--- config.mk ---
export PLATFORM = sky130hd
export DESIGN_NAME = motor_speed_ramp_ticker
export DESIGN_NICKNAME = d
export VERILOG_FILES = /design/src/hw/rtl/mspr_pkg.sv /design/src/hw/rtl/mspr_modrem.sv /design/src/hw/rtl/mspr_core.sv /design/src/hw/rtl/mspr_outq.sv /design/src/hw/rtl/motor_speed_ramp_ticker.sv
export SDC_FILE = /design/constraint.sdc
export NUM_CORES = 1
export LEC_CHECK = 0
export BUFFER_PORTS_ARGS = -buffer_cell sky130_fd_sc_hd__buf_4
export CORE_ASPECT_RATIO = 1.4
export CORE_UTILIZATION = 35
export CTS_BUF_LIST = sky130_fd_sc_hd__clkbuf_16
export CTS_CLUSTER_DIAMETER = 100
export CTS_CLUSTER_SIZE = 16
export DETAILED_ROUTE_END_ITERATION = 8
export PLACE_DENSITY = 0.61
export SETUP_SLACK_MARGIN = 0.05
export SYNTH_ARGS = -nofsm -noshare
export SYNTH_HDL_FRONTEND = slang
export SYNTH_SLANG_ARGS = --single-unit
export TNS_END_PERCENT = 5
--- constraint.sdc ---
create_clock -name clk -period 25 [get_ports clk]
set_input_delay 3.75 -clock clk [delete_from_list [all_inputs] [get_ports clk]]
set_output_delay 3.75 -clock clk [all_outputs]
set_load 0.02 [all_outputs]
--- src/hw/rtl/mspr_pkg.sv ---
`timescale 1ns / 1ps
package mspr_pkg;

  // Motor modes
  localparam logic [1:0] MODE_OFF   = 2'd0;
  localparam logic [1:0] MODE_RUN   = 2'd1;
  localparam logic [1:0] MODE_DECEL = 2'd2;
  localparam logic [1:0] MODE_SHUT  = 2'd3;

  // Speed change rate modes
  localparam logic [1:0] RATE_X0  = 2'd0;
  localparam logic [1:0] RATE_X5  = 2'd1;
  localparam logic [1:0] RATE_X10 = 2'd2;

  // Configuration register indexes
  localparam logic [1:0] CFG_RAMP_INTERVAL = 2'd0;
  localparam logic [1:0] CFG_FRAME_LENGTH  = 2'd1;
  localparam logic [1:0] CFG_DRIVE_TICK    = 2'd2;
  localparam logic [1:0] CFG_DRIVE_GAIN    = 2'd3;

  // Configuration reset values
  localparam logic [9:0] RST_RAMP_INTERVAL = 10'd50;
  localparam logic [9:0] RST_FRAME_LENGTH  = 10'd1000;
  localparam logic [9:0] RST_DRIVE_TICK    = 10'd800;
  localparam logic [7:0] RST_DRIVE_GAIN    = 8'd40;

  localparam logic [6:0] TGT_MAX    = 7'd100;
  localparam logic [4:0] BLINK_LAST = 5'd23;
  localparam logic [4:0] X5_ON_LO   = 5'd6;
  localparam logic [4:0] X5_OFF_LO  = 5'd12;
  localparam logic [4:0] X5_ON_HI   = 5'd18;

  // One remainder step per bit of the tick counter
  localparam logic [3:0] REM_STEPS = 4'd10;

  typedef struct packed {
    logic [9:0] ramp_interval;
    logic [9:0] frame_length;
    logic [9:0] drive_update_tick;
    logic [7:0] drive_gain;
  } cfg_t;

  typedef struct packed {
    logic       target_write;
    logic [6:0] target_value;
    logic       mode_write;
    logic [1:0] mode_value;
    logic [1:0] rate_mode;
  } item_t;

  typedef struct packed {
    logic [6:0]  speed_now;
    logic [6:0]  target_now;
    logic [1:0]  mode_now;
    logic        stop_pulse;
    logic        drive_valid;
    logic [14:0] drive_value;
    logic        refresh;
    logic        target_visible;
  } result_t;

  typedef struct packed {
    logic       busy;
    logic       load;
    logic [9:0] value;
  } rem_ctl_t;

endpackage

--- src/hw/rtl/mspr_modrem.sv ---
`timescale 1ns / 1ps
// Restoring remainder, one bit per cycle: rebuilds tick mod interval after
// a configuration write.
module mspr_modrem (
  input  logic                clk,
  input  logic                rst,
  input  logic                start,
  input  logic [9:0]          dividend,
  input  logic [9:0]          divisor,
  output mspr_pkg::rem_ctl_t  ctl
);

  logic       pend;
  logic [3:0] cnt;
  logic       done;
  logic [9:0] rem;
  logic [9:0] dvd;
  logic [9:0] dvs;
  logic [10:0] trial;
  logic [10:0] diff;
  logic [9:0]  rem_next;

  always_comb begin
    trial = {rem, dvd[9]};
    diff  = trial - {1'b0, dvs};
    if (trial >= {1'b0, dvs}) begin
      rem_next = diff[9:0];
    end else begin
      rem_next = trial[9:0];
    end
  end

  always_ff @(posedge clk) begin
    if (rst) begin
      pend <= 1'b0;
      cnt  <= 4'd0;
      done <= 1'b0;
    end else begin
      done <= 1'b0;
      if (start) begin
        // take the operands in the next cycle, with the new value in place
        pend <= 1'b1;
        cnt  <= 4'd0;
      end else if (pend) begin
        pend <= 1'b0;
        cnt  <= mspr_pkg::REM_STEPS;
      end else if (cnt != 4'd0) begin
        cnt <= cnt - 4'd1;
        if (cnt == 4'd1) begin
          done <= 1'b1;
        end
      end
    end
  end

  always_ff @(posedge clk) begin
    if (pend) begin
      rem <= 10'd0;
      dvd <= dividend;
      dvs <= divisor;
    end else if (cnt != 4'd0) begin
      rem <= rem_next;
      dvd <= {dvd[8:0], 1'b0};
    end
  end

  assign ctl.busy  = pend | (cnt != 4'd0) | done;
  assign ctl.load  = done;
  assign ctl.value = rem;

endmodule

--- src/hw/rtl/mspr_core.sv ---
`timescale 1ns / 1ps
// Tick state and the per-tick update; the result is combinational from the
// accepted item and the current state.
module mspr_core (
  input  logic                clk,
  input  logic                rst,
  input  logic                accept,
  input  mspr_pkg::item_t     item,
  input  mspr_pkg::cfg_t      cfg,
  input  logic [9:0]          interval,
  input  mspr_pkg::rem_ctl_t  rem,
  output mspr_pkg::result_t   res,
  output logic [9:0]          tick_count
);

  logic [9:0] phase;
  logic [6:0] speed_level;
  logic [6:0] target_level;
  logic [1:0] motor_mode;
  logic [4:0] blink_count;

  logic [9:0]  tick_count_next;
  logic [9:0]  phase_next;
  logic [6:0]  speed_level_next;
  logic [6:0]  target_level_next;
  logic [1:0]  motor_mode_next;
  logic [4:0]  blink_count_next;

  logic [6:0]  tgt_in;
  logic [1:0]  mode_in;
  logic        ramp;
  logic        stop;
  logic        visible;
  logic        blink_on_x5;
  logic [10:0] tick_inc;
  logic [10:0] phase_inc;
  logic [14:0] product;

  always_comb begin
    // Apply the request's writes before the tick
    if (item.target_write) begin
      tgt_in = (item.target_value > mspr_pkg::TGT_MAX) ? mspr_pkg::TGT_MAX
                                                       : item.target_value;
    end else begin
      tgt_in = target_level;
    end
    mode_in = item.mode_write ? item.mode_value : motor_mode;

    ramp              = (phase == 10'd0);
    stop              = 1'b0;
    target_level_next = tgt_in;
    motor_mode_next   = mode_in;
    if (ramp && (mode_in == mspr_pkg::MODE_DECEL)) begin
      if (tgt_in == 7'd0) begin
        motor_mode_next = mspr_pkg::MODE_SHUT;
        stop            = 1'b1;
      end else begin
        target_level_next = tgt_in - 7'd1;
      end
    end

    speed_level_next = speed_level;
    if (ramp) begin
      if (speed_level < target_level_next) begin
        speed_level_next = speed_level + 7'd1;
      end else if (speed_level > target_level_next) begin
        speed_level_next = speed_level - 7'd1;
      end
    end

    // mod 12 < 6 over a 0..23 count
    blink_on_x5 = blink_count inside {[5'd0 : mspr_pkg::X5_ON_LO - 5'd1],
                                      [mspr_pkg::X5_OFF_LO : mspr_pkg::X5_ON_HI - 5'd1]};

    visible          = 1'b0;
    blink_count_next = blink_count;
    if (ramp && (motor_mode_next != mspr_pkg::MODE_OFF)) begin
      case (item.rate_mode)
        mspr_pkg::RATE_X0:  visible = 1'b1;
        mspr_pkg::RATE_X5:  visible = blink_on_x5;
        mspr_pkg::RATE_X10: visible = ~blink_count[1];
        default:            visible = 1'b0;
      endcase
      blink_count_next = (blink_count >= mspr_pkg::BLINK_LAST) ? 5'd0
                                                               : blink_count + 5'd1;
    end

    product = {8'd0, speed_level_next} * {7'd0, cfg.drive_gain};

    tick_inc  = {1'b0, tick_count} + 11'd1;
    phase_inc = {1'b0, phase} + 11'd1;
    if (tick_inc >= {1'b0, cfg.frame_length}) begin
      tick_count_next = 10'd0;
      phase_next      = 10'd0;
    end else begin
      tick_count_next = tick_inc[9:0];
      phase_next      = (phase_inc >= {1'b0, interval}) ? 10'd0 : phase_inc[9:0];
    end

    res.speed_now      = speed_level_next;
    res.target_now     = target_level_next;
    res.mode_now       = motor_mode_next;
    res.stop_pulse     = stop;
    res.drive_valid    = (tick_count == cfg.drive_update_tick);
    res.drive_value    = res.drive_valid ? product : 15'd0;
    res.refresh        = ramp;
    res.target_visible = visible;
  end

  always_ff @(posedge clk) begin
    if (rst) begin
      tick_count   <= 10'd0;
      phase        <= 10'd0;
      speed_level  <= 7'd0;
      target_level <= 7'd0;
      motor_mode   <= mspr_pkg::MODE_OFF;
      blink_count  <= 5'd0;
    end else if (rem.load) begin
      phase <= rem.value;
    end else if (accept) begin
      tick_count   <= tick_count_next;
      phase        <= phase_next;
      speed_level  <= speed_level_next;
      target_level <= target_level_next;
      motor_mode   <= motor_mode_next;
      blink_count  <= blink_count_next;
    end
  end

  a_target_range: assert property (@(posedge clk) disable iff (rst)
    target_level <= mspr_pkg::TGT_MAX)
    else $error("target above range");

  a_blink_range: assert property (@(posedge clk) disable iff (rst)
    blink_count <= mspr_pkg::BLINK_LAST)
    else $error("blink counter out of range");

  a_stop_shut: assert property (@(posedge clk) disable iff (rst)
    (accept && !rem.load && res.stop_pulse) |=>
      (motor_mode == mspr_pkg::MODE_SHUT) && (target_level == 7'd0))
    else $error("stop pulse without shutdown");

endmodule

--- src/hw/rtl/mspr_outq.sv ---
`timescale 1ns / 1ps
// Two-entry result queue: lets a new tick in while a result waits.
module mspr_outq (
  input  logic               clk,
  input  logic               rst,
  input  logic               push,
  input  mspr_pkg::result_t  din,
  input  logic               pop,
  output mspr_pkg::result_t  dout,
  output logic               valid,
  output logic               full
);

  mspr_pkg::result_t mem [2];
  logic       wr_ptr;
  logic       rd_ptr;
  logic [1:0] count;

  always_ff @(posedge clk) begin
    if (rst) begin
      wr_ptr <= 1'b0;
      rd_ptr <= 1'b0;
      count  <= 2'd0;
    end else begin
      if (push) begin
        wr_ptr <= ~wr_ptr;
      end
      if (pop) begin
        rd_ptr <= ~rd_ptr;
      end
      if (push && !pop) begin
        count <= count + 2'd1;
      end else if (pop && !push) begin
        count <= count - 2'd1;
      end
    end
  end

  always_ff @(posedge clk) begin
    if (push) begin
      mem[wr_ptr] <= din;
    end
  end

  assign dout  = mem[rd_ptr];
  assign valid = (count != 2'd0);
  assign full  = (count == 2'd2);

endmodule

--- src/hw/rtl/motor_speed_ramp_ticker.sv ---
`timescale 1ns / 1ps
// Channel | direction | handshake             | payload
// --------+-----------+-----------------------+------------------------------------
// in      | request   | in_valid / in_stall   | target_write, target_value,
//         |           |                       | mode_write, mode_value, rate_mode
// out     | result    | out_valid / out_stall | speed_now, target_now, mode_now,
//         |           |                       | stop_pulse, drive_valid, drive_value,
//         |           |                       | refresh, target_visible
// cfg     | write     | cfg_valid / cfg_ready | cfg_index, cfg_data
//
// One tick request is taken per clock while in_stall is low; its result is in
// the output queue on the next cycle, so an uncongested ramp runs at one tick
// per cycle. A configuration write starts a rebuild of the ramp phase (tick
// count mod ramp interval, one bit per cycle); requests are held off for it.
// Reset (rst, synchronous) clears the tick, speed, target, mode and blink
// state and reloads the register defaults.
// A stalled output queue holds two results; in_stall rises once both are full.
module motor_speed_ramp_ticker (
  input  logic        clk,
  input  logic        rst,
  // tick request
  input  logic        in_valid,
  output logic        in_stall,
  input  logic        target_write,
  input  logic [6:0]  target_value,
  input  logic        mode_write,
  input  logic [1:0]  mode_value,
  input  logic [1:0]  rate_mode,
  // tick result
  output logic        out_valid,
  input  logic        out_stall,
  output logic [6:0]  speed_now,
  output logic [6:0]  target_now,
  output logic [1:0]  mode_now,
  output logic        stop_pulse,
  output logic        drive_valid,
  output logic [14:0] drive_value,
  output logic        refresh,
  output logic        target_visible,
  // register writes
  input  logic        cfg_valid,
  output logic        cfg_ready,
  input  logic [1:0]  cfg_index,
  input  logic [9:0]  cfg_data
);

  mspr_pkg::cfg_t     cfg;
  mspr_pkg::item_t    item;
  mspr_pkg::result_t  res;
  mspr_pkg::result_t  q_dout;
  mspr_pkg::rem_ctl_t rem_ctl;

  logic       cfg_wr;
  logic       accept;
  logic       pop;
  logic       q_full;
  logic [9:0] interval;
  logic [9:0] tick_count;

  // Registers are always writable; the phase rebuild follows any write
  assign cfg_ready = 1'b1;
  assign cfg_wr    = cfg_valid & cfg_ready;

  always_ff @(posedge clk) begin
    if (rst) begin
      cfg.ramp_interval     <= mspr_pkg::RST_RAMP_INTERVAL;
      cfg.frame_length      <= mspr_pkg::RST_FRAME_LENGTH;
      cfg.drive_update_tick <= mspr_pkg::RST_DRIVE_TICK;
      cfg.drive_gain        <= mspr_pkg::RST_DRIVE_GAIN;
    end else if (cfg_wr) begin
      case (cfg_index)
        mspr_pkg::CFG_RAMP_INTERVAL: cfg.ramp_interval     <= cfg_data;
        mspr_pkg::CFG_FRAME_LENGTH:  cfg.frame_length      <= cfg_data;
        mspr_pkg::CFG_DRIVE_TICK:    cfg.drive_update_tick <= cfg_data;
        mspr_pkg::CFG_DRIVE_GAIN:    cfg.drive_gain        <= cfg_data[7:0];
        default: ;
      endcase
    end
  end

  // A zero interval ramps on every tick
  assign interval = (cfg.ramp_interval == 10'd0) ? 10'd1 : cfg.ramp_interval;

  // Hold requests while the phase is rebuilt or both queue slots are taken
  assign in_stall = rem_ctl.busy | q_full;
  assign accept   = in_valid & ~in_stall;
  assign pop      = out_valid & ~out_stall;

  assign item.target_write = target_write;
  assign item.target_value = target_value;
  assign item.mode_write   = mode_write;
  assign item.mode_value   = mode_value;
  assign item.rate_mode    = rate_mode;

  mspr_modrem u_modrem (
    .clk      (clk),
    .rst      (rst),
    .start    (cfg_wr),
    .dividend (tick_count),
    .divisor  (interval),
    .ctl      (rem_ctl)
  );

  mspr_core u_core (
    .clk        (clk),
    .rst        (rst),
    .accept     (accept),
    .item       (item),
    .cfg        (cfg),
    .interval   (interval),
    .rem        (rem_ctl),
    .res        (res),
    .tick_count (tick_count)
  );

  mspr_outq u_outq (
    .clk   (clk),
    .rst   (rst),
    .push  (accept),
    .din   (res),
    .pop   (pop),
    .dout  (q_dout),
    .valid (out_valid),
    .full  (q_full)
  );

  assign speed_now      = q_dout.speed_now;
  assign target_now     = q_dout.target_now;
  assign mode_now       = q_dout.mode_now;
  assign stop_pulse     = q_dout.stop_pulse;
  assign drive_valid    = q_dout.drive_valid;
  assign drive_value    = q_dout.drive_value;
  assign refresh        = q_dout.refresh;
  assign target_visible = q_dout.target_visible;

endmodule

Word-level counts from Yosys, hierarchy flattened
Memory sizes are Yosys's and may differ from the RTL's. A register that Yosys moved wholly into a read port is not among the register bits.
Cells that the tools add are included.
- $add $sub $neg: 10
- multiply operators: 1
- divide/modulo/power cells: 0
- magnitude comparators: 11
- eq/ne operators: 9
- shift-type cells: 0
- multiplexer cells: 35
- bitwise logic cells: 12
- reduce and logical (&&, ||, !) cells: 29
- operator list (cell ; number):
    $mux W10 ; 9
    $mux W7 ; 7
    $ge A11 B10 Y1 ; 3
    $add A10 B1 Y11 const B ; 2
    $logic_not A10 Y1 ; 2
    $mul A7 B8 Y15 ; 1
    $mux W15 ; 1
    $sub A7 B1 Y7 const B ; 2
    $reduce_bool A2 Y1 ; 6
    $eq A10 B10 Y1 ; 1
    $eq A2 B2 Y1 const B ; 5
    $mux W2 ; 5
    $reduce_and A2 Y1 ; 5
    $sub A10 B10 Y10 ; 1
    $mux W1 ; 9
    $mux W4 ; 2
    $add A7 B1 Y7 const B ; 1
    $gt A7 B7 Y1 ; 1
    $gt A7 B7 Y1 const B ; 1
    $logic_not A7 Y1 ; 1
    $lt A7 B7 Y1 ; 1
    $not A1 Y1 ; 7
    $logic_and A1 B1 Y1 ; 6
    $add A5 B1 Y5 const B ; 1
    other kinds (21) ; 27
- flip-flop bits (word level): 119
- bits in latches: 0
- RAM bits: 70
- memory bits (read-only): 0
- input bits: 30
- output and inout port bits: 38
- logic and storage cells: 128
- memories: 1
- memory list (memory ; depth ; bits a word ; read ports ; clocked after Yosys merged registers in ; wr ports ; line ; RTL):
    u_outq.mem ; 2 ; 35 ; 1 ; 1 ; 1 ; mspr_outq.sv:14 ; mspr_pkg::result_t mem [2];

Logic depth before layout (Yosys ltp)
- depth after elaboration: 12
- depth in mapped cells: 30
- mapped depth without buffers: 29

Cells and area by module
Synthesis repeated with hierarchy kept, for this count alone.
- cells, all modules: 1207
- area total of the unflattened synthesis: 11807.6 sq um
- by module, submodules not included (module ; instances ; cells each ; area each (sq um)):
    mspr_core ; 1 ; 705 ; 5631.7
    mspr_outq ; 1 ; 131 ; 2745.1
    mspr_modrem ; 1 ; 181 ; 1936.9
    motor_speed_ramp_ticker ; 1 ; 190 ; 1493.9

Least setup slack after synthesis
No wires, ideal clock.
- path kind: input to register
- from: input target_write
- to: memory u_outq.mem[0][14] (netlist name) (data pin)
- setup time: 270 ps
- arrival time: 10749 ps
- slack: 13981 ps
- stages: 28
- path through: clkbuf_1 > mux2i_1 > a32oi_1 > nor4b_1 > mux2i_1 > inv_1 > ha_1 > nand4_1 > a21oi_1 > nor3_1 > clkbuf_1 > mux2i_1 > nor2_2 > mux2_2 > fa_1 > fa_1 > inv_1 > fa_1 > inv_1 > fa_1 > inv_1 > ha_1 > and3_1 > a21oi_1 > a21oi_1 > o41ai_1 > xor2_1 > nor2_1
- RTL lines (what ; line ; RTL):
    start: declaration ; motor_speed_ramp_ticker.sv:24 ; input logic target_write,
    end: declaration ; mspr_outq.sv:14 ;

==> results summary <==
The maximum vdd drop is 0.0551 mV. The cell at the root of the clock tree is clkbuf_16. The H-tree was split into 4 levels. The sequential cell fraction of total power is 37.5%.

The maximum root-to-sink buffer count came out at 2. The worst setup path is of the primary input to register kind. The CTS tree is built. The number of iterations in the first detailed-routing pass came out at 5. Dividing the detail-routed via count by the number of cells gives 5.11. Across the run, the number of max-cap violations was 0. Once the clock tree was built, the setup fixing pass inserted 0 buffers. Counting flops and latches in the post-synthesis netlist gives 190. In this run switching power makes up 36.4% of total power.

The worst endpoint data arrival time came out at 11080 ps. STA classifies the critical path endpoint as a register. The synthesized instance count is 1217. The area of the die is 33700 um^2. The wire-length estimate of the detail-placed layout is 20000 um. The placeable core region is 32400 um^2. The internal power consumption came out at 0.000664 W. The number of antenna violations at the first check in global routing was 0. The total overflow left after global routing is 0. The number of max-slew violations in the final report is 0. The slew at the pin with the worst max-slew slack is 1070 ps. The total wire length after detailed routing came out at 26800 um.

Measured in cells, the most critical reg-to-reg path has a length of 26. The average detailed-routed wire length per instance came out at 15.7 um. The finished cells cover 13000 um^2. The number of standard-cell rows in the floorplan came out at 78. The maximum clock skew at final layout is 12.9 ps.

In this run the worst setup path begins at mode_value[0]. The fmax is 91.7 MHz. The share of power burned in the clock network came out at 25.6%.

Among all stages on the critical path, the largest delay is contributed by xor2_1. In this run the mean area of a mapped cell was 9.49 um^2. The mapped netlist covers 11500 um^2.

The overall track demand over capacity in global routing is 16.6%. The switching power of the nets is 0.000380 W. The count of different cell masters after synthesis came out at 72. The slack of the worst reg-to-reg path came out at 16710 ps. After routing, the total negative slack on setup checks comes to 0 ps. The proportion of synthesized chip area in sequential cells is 40.7%. The critical path ends at u_outq.mem[1][14]$_DFFE_PP_.

The startpoint identified for the worst register-to-register timing path is u_core.phase[5]$_SDFFE_PP0P_. The initial core utilization came out at 35.6%. At the end of the flow, the number of nets in the layout was 1388. The clock sink count is 190. The worst path needs 10900 ps of the cycle, external delays included. The number of gates resized after cts is 0.

The end of the worst register-to-register path is u_outq.mem[1][14]$_DFFE_PP_. The initial DRC count came out at 462. The depth of the critical timing path with buffers and inverters included came out at 27.

The number of flops mapped to enable cells by yosys came out at 90. The dominant cell type by count on the critical path is fa_1. Of the available clock period, the critical path in the final layout requires 43.6%. The hold violation count in the final report came out at 0. The placer congestion estimate came out at 0.896. The overall die height came out at 217 um. In this run the worst hold path is classified as register to register. The final count of negative-setup-slack endpoints is 0.

Detailed routing inserted a total of 8692 vias. The first-pass GRT wire length is 43700 um. The count of yosys warnings during synthesis came out at 0.

The most used flip-flop cell after synthesis is dfxtp_1. The count of cells along the worst hold path came out at 2. The area added between synthesis and finish came out at 12.6%. The leakage power is 5.46 nW. The worst setup path is launched from a primary input. The number of buffers created by CTS came out at 17. The total placed instance area came out at 12400 um^2. Dividing total power by cell area gives a power density of 80.3 nW/um^2. In this run the remaining antenna-violating nets after routing total 0. The count of antenna diodes in the layout is 0. The worst slew margin relative to its limit came out at 28.5%.

For the worst-skew pair, the clock arrives at the later sink with an insertion delay of 450 ps. The total of buffers placed on input and output ports is 66. After clock tree synthesis, the flow added hold-fix buffers numbering 0. The remaining design rule violation count came out at 0. The critical path contains buffers and inverters numbering 5 combined. The flow ran to the end, and the final reports show no timing, DRC or antenna violations. 68 I/O pins were placed.

The number of global-route vias before repair came out at 8647. The share of post-route cells with drive strength above 1 is 13.9%. Broken down by cell family, the worst path's largest delay share belongs to adder cells. The biggest cell delay along the critical path is 590 ps. The clock-pin slew on the worst setup and hold paths came out at 70 ps. Entering global routing, the biggest net connects 71 pins.

Setup repair after global routing left no endpoint under its margin. Across all hold checks on the routed design, the worst slack comes to 459 ps. The top fanout value on the critical path is 12. The part of the total power dissipated in combinational logic is 36.9%. For this run, asynchronously set or reset flops after synthesis account for 0%. Counting every net in the synthesized netlist gives 1356. In this run the horizontal extent of the chip is 156 um. After layout, the design draws a total of 0.00104 W.

The endpoint required time on the critical path is 25180 ps.
registers in the layout, summed over array words and instances (netlist names), named ones only:
signal and count:
cfg 38, u_core.blink_count 5, u_core.motor_mode 2, u_core.phase 10, u_core.speed_level 7, u_core.target_level 7
u_core.tick_count 10, u_modrem.cnt 4, u_modrem.done 1, u_modrem.dvd 10, u_modrem.dvs 10, u_modrem.pend 1
u_modrem.rem 10, u_outq.count 2, u_outq.mem 70, u_outq.rd_ptr 1, u_outq.wr_ptr 1
worst min-delay path by stage:
stage,end,from,slack (ps)
2_1_floorplan,cfg[28]$_SDFFE_PP0P_,cfg[28]$_SDFFE_PP0P_,440
3_3_place_gp,u_modrem.dvs[9]$_DFFE_PP_,cfg[37]$_SDFFE_PP0P_,450
3_5_place_dp,cfg[22]$_SDFFE_PP0P_,cfg[22]$_SDFFE_PP0P_,450
4_1_cts,cfg[22]$_SDFFE_PP0P_,cfg[22]$_SDFFE_PP0P_,460
5_1_grt,cfg[20]$_SDFFE_PP0P_,cfg[20]$_SDFFE_PP0P_,480
6_report,cfg[22]$_SDFFE_PP0P_,cfg[22]$_SDFFE_PP0P_,460
stage by stage:
step	cells	util, %	setup slack (ps)
finish	1702	40.1	14100
global route	1702	40.1	13490
CTS	1702	40.1	14120
detailed placement	1670	38.4	13640
global placement	1670	38.4	13790
floorplan	1217	-	13980
cell usage after synthesis, types with 3 or more instances:
| cell type | number | area, um^2 |
|---|---|---|
| a2111oi_0 | 3 | 26.3 |
| a211oi_1 | 11 | 82.6 |
| a21o_1 | 5 | 37.5 |
| a21oi_1 | 86 | 430 |
| a22oi_1 | 7 | 52.6 |
| a31oi_1 | 6 | 37.5 |
| and2_1 | 39 | 244 |
| and3_1 | 13 | 81.3 |
| and4b_1 | 3 | 30.0 |
| buf_1 | 10 | 37.5 |
| clkbuf_1 | 49 | 184 |
| dfxtp_1 | 100 | 2000 |
| edfxtp_1 | 90 | 2700 |
| fa_1 | 30 | 601 |
| ha_1 | 79 | 988 |
| inv_1 | 98 | 368 |
| mux2_2 | 48 | 541 |
| mux2i_1 | 21 | 210 |
| nand2_1 | 140 | 526 |
| nand2b_1 | 7 | 43.8 |
| nand3_1 | 30 | 150 |
| nand4_1 | 6 | 37.5 |
| nor2_1 | 63 | 236 |
| nor2b_1 | 16 | 100 |
| nor3_1 | 28 | 140 |
| nor3b_1 | 7 | 52.6 |
| nor4_1 | 15 | 93.8 |
| nor4b_1 | 3 | 26.3 |
| o211ai_1 | 12 | 90.1 |
| o21a_1 | 6 | 45.0 |
| o21ai_0 | 51 | 255 |
| o22ai_1 | 11 | 68.8 |
| o31a_1 | 5 | 43.8 |
| o31ai_1 | 4 | 30.0 |
| or2_2 | 9 | 56.3 |
| or3_1 | 8 | 50.1 |
| or4_1 | 6 | 45.0 |
| xnor2_1 | 20 | 175 |
| xor2_1 | 29 | 254 |
layout make-up:
cell class	instances	area, um^2
clock buffer	17	425
inverter	102	384
fill	3243	19400
timing repair buffer	75	563
multi-input combinational	863	6230
clock inverter	15	139
tap	440	551
sequential	190	4700
worst reg2reg max path, cell delays in order (launching register included):
cell       delay [ps]
dfxtp_1           370
nor4_1            510
o2111ai_1         480
nor3_1            440
mux2i_1           370
inv_1             100
ha_1              320
a211oi_1          230
nor2_1             70
nor3_1            130
buf_4             230
mux2i_1           330
xor2_1            590
and2_1            260
fa_1              440
fa_1              490
fa_1              560
inv_1              60
fa_1              530
inv_1              40
ha_1              360
and3_1            190
a21oi_1           160
a21oi_1           130
o41ai_1           380
xor2_1            180
nor2_1             60
power by group through the flow:
stage / registers [W] / clock network, W / logic (W)
6_report: 0.000391 / 0.000267 / 0.000385
5_1_grt: 0.000396 / 0.000286 / 0.000429
4_1_cts: 0.000391 / 0.000274 / 0.000391
3_5_place_dp: 0.000398 / 0 / 0.000389
3_3_place_gp: 0.000397 / 0 / 0.000382
2_1_floorplan: 0.000388 / 0 / 0.000282
cells by family (layout without fill, tap and decap cells):
logic type,count (synthesis),count (layout),synth area share (%)
buffers and inverters,164,209,5.40
adder cells (fa/ha/maj),109,109,13.8
multiplexers,69,69,6.50
XOR/XNOR,49,49,3.72
flip-flops,190,190,40.7
AO/OA/AOI/OAI,231,231,12.4
other,1,1,0.0325
AND/OR/NAND/NOR,404,404,17.5
cells in the final DEF, fill, tap and decap left out, types with 39 or more instances in the layout:
cell type  Yosys  routed
edfxtp_1      90      90
ha_1          79      79
a21oi_1       86      86
buf_4          1      75
nor2_1        63      62
o21ai_0       51      51
and2_1        39      39
mux2_2        48      48
nand2_1      140     140
dfxtp_1      100     100
inv_1         98      99
layer usage:
metal	global-route usage (%)	vias to the layer above	part of all wire, %
li1	-	4331	-
met1	18.6	4139	42
met2	29.6	166	51
met3	2.87	56	3.1
met4	8.89	0	3.9
met5	0	-	0
(Power assumes the default switching activity.)
